--- config.mk ---
export PLATFORM = sky130hd
export DESIGN_NAME = crc32c_page_checksum
export DESIGN_NICKNAME = d
export VERILOG_FILES = /design/src/rtl/core/crcpc_pkg.sv /design/src/rtl/core/crc32c_page_checksum.sv
export SDC_FILE = /design/constraint.sdc
export NUM_CORES = 1
export LEC_CHECK = 0
export BUFFER_PORTS_ARGS = -buffer_cell sky130_fd_sc_hd__buf_2
export CORE_MARGIN = 3
export CORE_UTILIZATION = 45
export DETAILED_ROUTE_END_ITERATION = 10
export PLACE_DENSITY = 0.72
export REMOVE_ABC_BUFFERS = 1
export SLEW_MARGIN = 10
export SYNTH_ARGS = -nofsm -noshare
export SYNTH_HDL_FRONTEND = slang
export SYNTH_SLANG_ARGS = --single-unit
--- constraint.sdc ---
create_clock -name clk -period 18 [get_ports clk]
set_clock_uncertainty 0.15 [all_clocks]
set_input_delay 3.6 -clock clk [delete_from_list [all_inputs] [get_ports clk]]
set_output_delay 3.6 -clock clk [all_outputs]
set_load 0.005 [all_outputs]
--- src/rtl/core/crcpc_pkg.sv ---
// crcpc_pkg: types, constants and the CRC-32C byte update for the page checksum block.
// No dependencies; imported by crc32c_page_checksum and crcpc_checker.
package crcpc_pkg;

  localparam logic [31:0] CrcInit      = 32'hffff_ffff;
  localparam logic [16:0] PageMax      = 17'd65536;
  localparam logic [16:0] PageSizeRst  = 17'd4096;
  localparam int          CfgIdxW      = 2;
  localparam int          CfgDataW     = 17;

  localparam logic [CfgIdxW-1:0] RegPageMode   = 2'd0;
  localparam logic [CfgIdxW-1:0] RegPageSize   = 2'd1;
  localparam logic [CfgIdxW-1:0] RegChkOffset  = 2'd2;

  typedef struct packed {
    logic [7:0] data_byte;
    logic       last_byte;
  } byte_beat_t;

  typedef struct packed {
    logic [31:0] crc_value;
    logic [31:0] stored_checksum;
    logic        checksum_match;
    logic        bad_config;
  } result_beat_t;

  // reflected CRC-32C, 0x82f63b78, one nibble per table lookup
  function automatic logic [31:0] nib_lookup(input logic [3:0] n);
    logic [31:0] v;
    case (n)
      4'h0:    v = 32'h0000_0000;
      4'h1:    v = 32'h105e_c76f;
      4'h2:    v = 32'h20bd_8ede;
      4'h3:    v = 32'h30e3_49b1;
      4'h4:    v = 32'h417b_1dbc;
      4'h5:    v = 32'h5125_dad3;
      4'h6:    v = 32'h61c6_9362;
      4'h7:    v = 32'h7198_540d;
      4'h8:    v = 32'h82f6_3b78;
      4'h9:    v = 32'h92a8_fc17;
      4'ha:    v = 32'ha24b_b5a6;
      4'hb:    v = 32'hb215_72c9;
      4'hc:    v = 32'hc38d_26c4;
      4'hd:    v = 32'hd3d3_e1ab;
      4'he:    v = 32'he330_a81a;
      4'hf:    v = 32'hf36e_6f75;
      default: v = 32'h0000_0000;
    endcase
    return v;
  endfunction

  function automatic logic [31:0] crc_byte(input logic [31:0] c, input logic [7:0] b);
    logic [31:0] t;
    t = c ^ {24'd0, b};
    t = (t >> 4) ^ nib_lookup(t[3:0]);
    t = (t >> 4) ^ nib_lookup(t[3:0]);
    return t;
  endfunction

endpackage

--- src/rtl/core/crc32c_page_checksum.sv ---
// crc32c_page_checksum: streaming CRC-32C over bytes, plain messages or fixed-size pages.
// Depends on crcpc_pkg (beat types, CRC byte update, register indexes).
//
//   channel  direction  handshake                 payload
//   byte     in         byte_valid / byte_stall   byte_beat_t
//   result   out        result_valid / result_stall  result_beat_t
//   cfg      in         cfg_valid / cfg_ready     cfg_index, cfg_data
//
// One byte per cycle while byte_stall is low; the result beat is registered. The
// path is the two nibble-table steps of the CRC update plus the final compare.
// Reset (rst, synchronous) restores the registers and the running CRC.
// byte_stall rises only while a result is held and result_stall is high.
// Any cfg write abandons the message or page in progress.
module crc32c_page_checksum (
  input  logic                           clk,
  input  logic                           rst,
  input  logic                           byte_valid,
  output logic                           byte_stall,
  input  crcpc_pkg::byte_beat_t          byte_beat,
  output logic                           result_valid,
  input  logic                           result_stall,
  output crcpc_pkg::result_beat_t        result_beat,
  input  logic                           cfg_valid,
  output logic                           cfg_ready,
  input  logic [crcpc_pkg::CfgIdxW-1:0]  cfg_index,
  input  logic [crcpc_pkg::CfgDataW-1:0] cfg_data
);
  import crcpc_pkg::*;

  logic        page_mode;
  logic [16:0] page_len;
  logic [15:0] checksum_offset;
  logic [31:0] running_crc;
  logic [15:0] byte_position;
  logic [31:0] captured_checksum;

  logic [31:0] running_crc_next;
  logic [15:0] byte_position_next;
  logic [31:0] captured_checksum_next;
  logic        emit;
  result_beat_t result_next;

  logic        take;
  logic [16:0] eff_size;
  logic [16:0] pos_diff;
  logic        in_field;
  logic [16:0] pos_inc;
  logic        bad;
  logic [31:0] crc_plain;
  logic [31:0] crc_page;
  logic [31:0] crc_out;

  assign cfg_ready  = 1'b1;
  assign byte_stall = result_valid & result_stall;
  assign take       = byte_valid & ~byte_stall;

  always_comb begin
    if (page_len == 17'd0) begin
      eff_size = 17'd1;
    end else if (page_len > PageMax) begin
      eff_size = PageMax;
    end else begin
      eff_size = page_len;
    end
  end

  assign pos_diff  = {1'b0, byte_position} - {1'b0, checksum_offset};
  assign in_field  = (byte_position >= checksum_offset) && (pos_diff < 17'd4);
  assign pos_inc   = {1'b0, byte_position} + 17'd1;
  assign bad       = ({1'b0, checksum_offset} + 17'd4) > eff_size;
  assign crc_plain = crc_byte(running_crc, byte_beat.data_byte);
  assign crc_page  = crc_byte(running_crc, in_field ? 8'd0 : byte_beat.data_byte);

  always_comb begin
    running_crc_next       = running_crc;
    byte_position_next     = byte_position;
    captured_checksum_next = captured_checksum;
    emit                   = 1'b0;
    crc_out                = '0;
    result_next            = '0;
    if (!page_mode) begin
      running_crc_next = crc_plain;
      crc_out          = crc_plain ^ CrcInit;
      if (byte_beat.last_byte) begin
        emit                       = 1'b1;
        result_next.crc_value      = crc_out;
        running_crc_next           = CrcInit;
        byte_position_next         = '0;
        captured_checksum_next     = '0;
      end
    end else begin
      running_crc_next = crc_page;
      if (in_field) begin
        case (pos_diff[1:0])
          2'd0:    captured_checksum_next[7:0]   = byte_beat.data_byte;
          2'd1:    captured_checksum_next[15:8]  = byte_beat.data_byte;
          2'd2:    captured_checksum_next[23:16] = byte_beat.data_byte;
          2'd3:    captured_checksum_next[31:24] = byte_beat.data_byte;
          default: captured_checksum_next        = captured_checksum;
        endcase
      end
      crc_out = crc_page ^ CrcInit;
      if (pos_inc < eff_size) begin
        byte_position_next = pos_inc[15:0];
      end else begin
        emit                        = 1'b1;
        result_next.crc_value       = crc_out;
        result_next.stored_checksum = captured_checksum_next;
        result_next.checksum_match  = ~bad && (captured_checksum_next == crc_out);
        result_next.bad_config      = bad;
        running_crc_next            = CrcInit;
        byte_position_next          = '0;
        captured_checksum_next      = '0;
      end
    end
  end

  always_ff @(posedge clk) begin
    if (rst) begin
      page_mode         <= 1'b0;
      page_len          <= PageSizeRst;
      checksum_offset   <= '0;
      running_crc       <= CrcInit;
      byte_position     <= '0;
      captured_checksum <= '0;
    end else if (cfg_valid && cfg_ready) begin
      case (cfg_index)
        RegPageMode:  page_mode       <= cfg_data[0];
        RegPageSize:  page_len        <= cfg_data[16:0];
        RegChkOffset: checksum_offset <= cfg_data[15:0];
        default:      ;
      endcase
      running_crc       <= CrcInit;
      byte_position     <= '0;
      captured_checksum <= '0;
    end else if (take) begin
      running_crc       <= running_crc_next;
      byte_position     <= byte_position_next;
      captured_checksum <= captured_checksum_next;
    end
  end

  always_ff @(posedge clk) begin
    if (rst) begin
      result_valid <= 1'b0;
    end else if (take && emit) begin
      result_valid <= 1'b1;
    end else if (!result_stall) begin
      result_valid <= 1'b0;
    end
  end

  always_ff @(posedge clk) begin
    if (take && emit) begin
      result_beat <= result_next;
    end
  end

endmodule

* Word level (Yosys, flattened, before mapping)
Memories as Yosys holds them, arrays and structs flattened.
Cells that the tools add are included.
** Cells by class
- Eq/ne operators :: 7
- $lt $le $gt $ge :: 5
- Bitwise logic cells :: 13
- Add/sub/neg operators :: 3
- Reductions and logical operators :: 13
- Muxes and demuxes :: 26
** Operator list (number)
- 32-bit two-way mux :: 10
- 28-bit by 32-bit XOR with 32-bit output :: 4
- 66-bit two-way mux :: 1
- 32-bit inverter :: 2
- 32-bit by 8-bit XOR with 32-bit output :: 2
- 16-bit two-way mux :: 3
- 8-bit two-way mux :: 5
- 17-bit two-way mux :: 2
- 32-bit == test :: 1
- 16-bit by 1-bit adder with 17-bit output (second input constant) :: 1
- 16-bit by 3-bit adder with 17-bit output (second input constant) :: 1
- 17-bit greater-than comparator :: 1
- 17-bit greater-than comparator (second input constant) :: 1
- 17-bit zero test :: 1
- 17-bit less-than comparator :: 1
- 17-bit by 3-bit less-than comparator with 1-bit output (second input constant) :: 1
- 16-bit by 16-bit subtractor with 17-bit output :: 1
- 16-bit >= comparator :: 1
- 2-bit AND reduction :: 4
- 2-bit == test (second input constant) :: 3
- 1-bit two-way mux :: 5
- 2-bit by 1-bit == test with 1-bit output (second input constant) :: 2
- 2-bit zero test :: 2
- 2-bit OR reduction :: 2
- 5 further kinds :: 10
** Storage, ports and cells
- Bits in registers :: 181
- Bits in read-only memories :: 1920
- Input port bits :: 33
- Output and inout port bits :: 69
- Memories :: 4
** Memories
- (name not given) :: depth 16, width 30, rd ports 1, clocked after Yosys merged registers in 0, write ports 0, RTL line crcpc_pkg.sv:30 : case (n)
- (name not given) :: depth 16, width 30, rd ports 1, clocked after Yosys merged registers in 0, write ports 0, RTL line crcpc_pkg.sv:30
- (name not given) :: depth 16, width 30, rd ports 1, clocked after Yosys merged registers in 0, write ports 0, RTL line crcpc_pkg.sv:30
- (name not given) :: depth 16, width 30, rd ports 1, clocked after Yosys merged registers in 0, write ports 0, RTL line crcpc_pkg.sv:30

* Longest topological paths before layout
An unclocked memory read counts as a cell.
- Word-level depth :: 14
- Gate-level depth with buffers :: 21
- Gate-level depth less buffers :: 19

* Worst setup path before layout
OpenSTA, ideal clock, no wires.
- Kind :: in2out
- Start :: input result_stall
- End :: output byte_stall
- Setup slack :: 10.520 ns
- Data required time :: 14.250 ns
- Data arrival time :: 3.730 ns
- Stages on the path :: 2
- Path buffers :: 0
- Cells stage by stage :: nand2_1 inv_1
** On the way
- Word-level cells in the longest chain between the ends :: 1
** RTL lines
- from (decl) :: RTL line crc32c_page_checksum.sv:21 : input logic result_stall,
- 1-bit AND :: RTL line crc32c_page_checksum.sv:54 : assign byte_stall = result_valid & result_stall;
- to (decl) :: RTL line crc32c_page_checksum.sv:18 : output logic byte_stall,
Every way passes these cells.

* Worst setup path in the final report
Ends and elaborated chain as after synthesis.

==> results.txt <==
* Outcome: complete, no violations
* Final Hold Viols: 0
* Most frequent cell on the critical path: sky130_fd_sc_hd__buf_2
- Clock tree synthesis found a total of between 150 and 200 sinks.
* P_leak: 5.14 nW
* Kind of cell with the highest combined delay on the critical path: buffers and inverters
* Final-layout setup total negative slack: 0 ns
- Core region area: approximately 27000 sq um
- Pre-CTS setup slack: a little over 10 ns
* Total power consumption of the routed design: 0.00188 W
- Fraction of power spent switching nets: 0.429
* Post-synth top area share: 0.184
- The critical path contains buffers and inverters numbering 3 combined.
- Of all nets on the critical path, the largest fanout is 3.
* Clock tree from TritonCTS: built
* Diodes inserted: 0
- PnR worst setup slack: ~10 ns
- Once the clock tree was built, the setup fixing pass inserted 0 buffers.
- Max clock buf depth: 2
- Synthesis instantiated 81 different standard cells from the library.
- The die is ~170 um tall.
- Clock network fraction of design power: 0.200
- For the worst setup path, the data required time is 14.25 ns.
- Count of maximum capacitance violations: 0
- The via count of the first global-routing pass was between 10000 and 15000.
* Max Freq: 130 MHz
- Clk Latency, worst-skew pair: around 0.45 ns
- Setup violations remaining at the end of the flow were counted as 0.
- Post-layout minimum cycle time: just under 8 ns
* Fraction of power consumed by combinational cells: 0.535
- By startpoint and endpoint, the worst setup path is classified as input pin to output pin.
- Number of detailed-route iterations in the first pass: 5
- The largest total area in the synthesized netlist belongs to sky130_fd_sc_hd__dfxtp_1.
* Starting DRC count in detailed routing: between 1000 and 1500
- Kind of start point of the critical path: input pin
- The root buffer cell chosen for the clock tree is sky130_fd_sc_hd__clkbuf_16.
- Power Density: roughly 140 nW/um^2
- Global placement routability congestion: approximately 1
- The final layout contains between 1500 and 2000 nets.
- Most frequent cells after synthesis: 172 x sky130_fd_sc_hd__xnor2_1, 155 x sky130_fd_sc_hd__a21oi_1, 149 x sky130_fd_sc_hd__nor2_1
- For this design, the slowest cell found on the critical path is sky130_fd_sc_hd__buf_2.
* Netlist area before placement: between 10000 and 15000 sq um
- Summed over all nets, the switching power comes to between 0.0008 and 0.0009 W.
- The detail route stage leaves a number of antenna-violating nets equal to 0.
- Combined area of the multi-input logic cells: a little under 8000 sq um
- CTS H-Tree Depth: 4
* Avg WL per Cell: 20.5 um
- Cell internal power was estimated by the tool at ~0.0011 W.
* Total CTS buffers: 17
* Share of synthesized registers carrying an async set or reset: 0
- Entering global routing, the biggest net connects 50 pins.
- The filler cells instantiated in the layout total about 2600.
- Syn_area_per_cell: approximately 8.6 sq um
* Dominant cell by count in the synthesized netlist: sky130_fd_sc_hd__xnor2_1
* Average vias per placed instance: 5.88
- Crit path cell chain: buf_2 -> nand2_1 -> inv_1 -> buf_2
- Number of antenna violations at the first check in global routing: 0
* Layout cells sized above 1: 0.114
* Largest incremental delay on the critical path: between 0.1 and 0.15 ns
- Yosys warnings: 0
* Predominant post-synthesis flop cell: sky130_fd_sc_hd__dfxtp_1
* Half-perimeter wire length of the detailed placement result: 28700 um
* Buffers added on ports: 100
- In this run the tightest slew margin relative to its limit is 0.322.
- Element type at the critical path end: output pin
- Across every metal layer, demand over resource in global routing totals 0.253.
- From left edge to right edge, the die measures around 170 um.
* Number of max-slew violations in the final report: 0
- Post-Synthesis Cells: between 1000 and 1500
* Starting utilization of the core area: 0.461
- DIE AREA: about 30000 sq um
* Vias post-DR: around 11000
- Summing all flip-flop and latch instances after layout gives ~4300 sq um.
- Hold buffers post-CTS: 0
- During I/O placement, the number of pins put on the boundary was about 100.
- First-pass GRT wire length: 60300 um
* Path type of the worst min-delay path: flip-flop to flip-flop
- Transition time at the pin with the least slew margin: between 1 and 1.5 ns
- At the worst endpoint, the arrival time is approximately 4 ns.
- The total overflow left after global routing is 0.
- Unrepaired setup endpoints after global routing: no
- DRC errors left: 0
- Seq/Total Area, Yosys: 0.343
- Row cnt: 60
* Drt total wl: 38600 um
- Seq pwr share: 0.265
- From synthesis to final layout, the design area changed by 10.6%.
- Clock-pin slew was measured on the worst setup and hold paths at 0.08 ns.
* Peak supply drop: 0.0000713 V
* Biggest area contributors in the synthesized netlist: sky130_fd_sc_hd__dfxtp_1 18%, sky130_fd_sc_hd__edfxtp_1 16%, sky130_fd_sc_hd__xnor2_1 12%
- Final Cycle Share: 0.428
- Number of synthesized flops with an enable pin: 66
- Cells resized by post-CTS repair: 0
- Count of state elements after synthesis: around 180
==> per-stage QoR <==
step | instances | hold WS, ns | util | instance area [sq um]
after floorplan | 1363 | 0.280 | - | 12100
after global routing | 1884 | 0.332 | 0.510 | 13800
after global placement | 1852 | 0.288 | 0.488 | 13200
final | 1884 | 0.318 | 0.510 | 13800
after detailed placement | 1852 | 0.303 | 0.488 | 13200
after CTS | 1884 | 0.314 | 0.510 | 13800
==> sequential cells by signal, summed over array words and instances (netlist names) <==
register and cells:
page_mode 1, result_valid 1, running_crc 32, byte_position 16
checksum_offset 16, page_len 17, result_beat 66, captured_checksum 32
==> layout by cell type (no fill, tap or decap), types with 5 or more instances in the layout <==
master	count
sky130_fd_sc_hd__a21o_1	10
sky130_fd_sc_hd__dfxtp_1	115
sky130_fd_sc_hd__nor3b_1	8
sky130_fd_sc_hd__o211ai_1	5
sky130_fd_sc_hd__a21oi_1	155
sky130_fd_sc_hd__buf_4	17
sky130_fd_sc_hd__o21ai_1	7
sky130_fd_sc_hd__nor2_1	147
sky130_fd_sc_hd__or3_1	5
sky130_fd_sc_hd__nand4_1	16
sky130_fd_sc_hd__nor4_1	6
sky130_fd_sc_hd__o21a_1	6
sky130_fd_sc_hd__nand2b_1	7
sky130_fd_sc_hd__buf_2	100
sky130_fd_sc_hd__nor3_1	11
sky130_fd_sc_hd__nand3_1	19
sky130_fd_sc_hd__clkbuf_16	17
sky130_fd_sc_hd__o22ai_1	26
sky130_fd_sc_hd__xnor2_1	172
sky130_fd_sc_hd__and2_1	7
sky130_fd_sc_hd__inv_1	32
sky130_fd_sc_hd__xor2_1	81
sky130_fd_sc_hd__nor2b_1	9
sky130_fd_sc_hd__and3_1	15
sky130_fd_sc_hd__nand2_1	146
sky130_fd_sc_hd__edfxtp_1	66
sky130_fd_sc_hd__a22oi_1	31
sky130_fd_sc_hd__a221oi_1	10
sky130_fd_sc_hd__mux2i_1	32
sky130_fd_sc_hd__a211oi_1	15
sky130_fd_sc_hd__nand3b_1	10
sky130_fd_sc_hd__o21ai_0	58
sky130_fd_sc_hd__ha_1	55
==> tightest hold or removal path: stages, from the launching register on <==
cell and delay, ns:
sky130_fd_sc_hd__dfxtp_1 0.32, sky130_fd_sc_hd__nand2_1 0.06, sky130_fd_sc_hd__a21oi_1 0.05
==> routing by layer <==
layer / global-route usage / part of all wire / vias up
met2: 0.434 / 0.48 / 461
met4: 0.0967 / 0.041 / 0
met3: 0.0378 / 0.063 / 103
met1: 0.322 / 0.42 / 5296
li1: - / - / 5215
met5: 0 / 0 / -
==> power by group through the flow <==
| stage | Clock (W) | Combinational (W) | Sequential [W] |
|---|---|---|---|
| 2_1_floorplan | 0 | 0.000729 | 0.000503 |
| 3_3_place_gp | 0 | 0.000971 | 0.000508 |
| 3_5_place_dp | 0 | 0.000980 | 0.000508 |
| 4_1_cts | 0.000379 | 0.000986 | 0.000499 |
| 5_1_grt | 0.000394 | 0.00107 | 0.000502 |
| 6_report | 0.000377 | 0.00101 | 0.000499 |
==> area by class of cell <==
cell class / instances / share of cell area
Clock buffer: 19 / 0.0328
Sequential cell: 181 / 0.310
Clock inverter: 13 / 0.00915
Tap cell: 372 / 0.0337
Inverter: 33 / 0.00897
Timing Repair Buffer: 117 / 0.0455
Multi-Input combinational cell: 1149 / 0.560
==> worst paths after layout <==
path                            slack [ns]                 from  depth (start not counted)                   to
worst max-delay path                 10.30         result_stall                          4           byte_stall
worst max register to register       11.58     byte_position[0]                         16       result_beat[1]
worst min-delay path                  0.32  checksum_offset[10]                          2  checksum_offset[10]
worst min register to register        0.32  checksum_offset[10]                          2  checksum_offset[10]
==> cells by family after synthesis <==
| group | synth area share |
|---|---|
| fa+ha+maj | 0.0567 |
| mux | 0.0292 |
| other cells | 0.000300 |
| compound gates | 0.181 |
| flops | 0.343 |
| buf+inv | 0.0393 |
| simple gates | 0.160 |
| xor+xnor | 0.190 |
No activity file was read; power rests on OpenSTA's default activity.
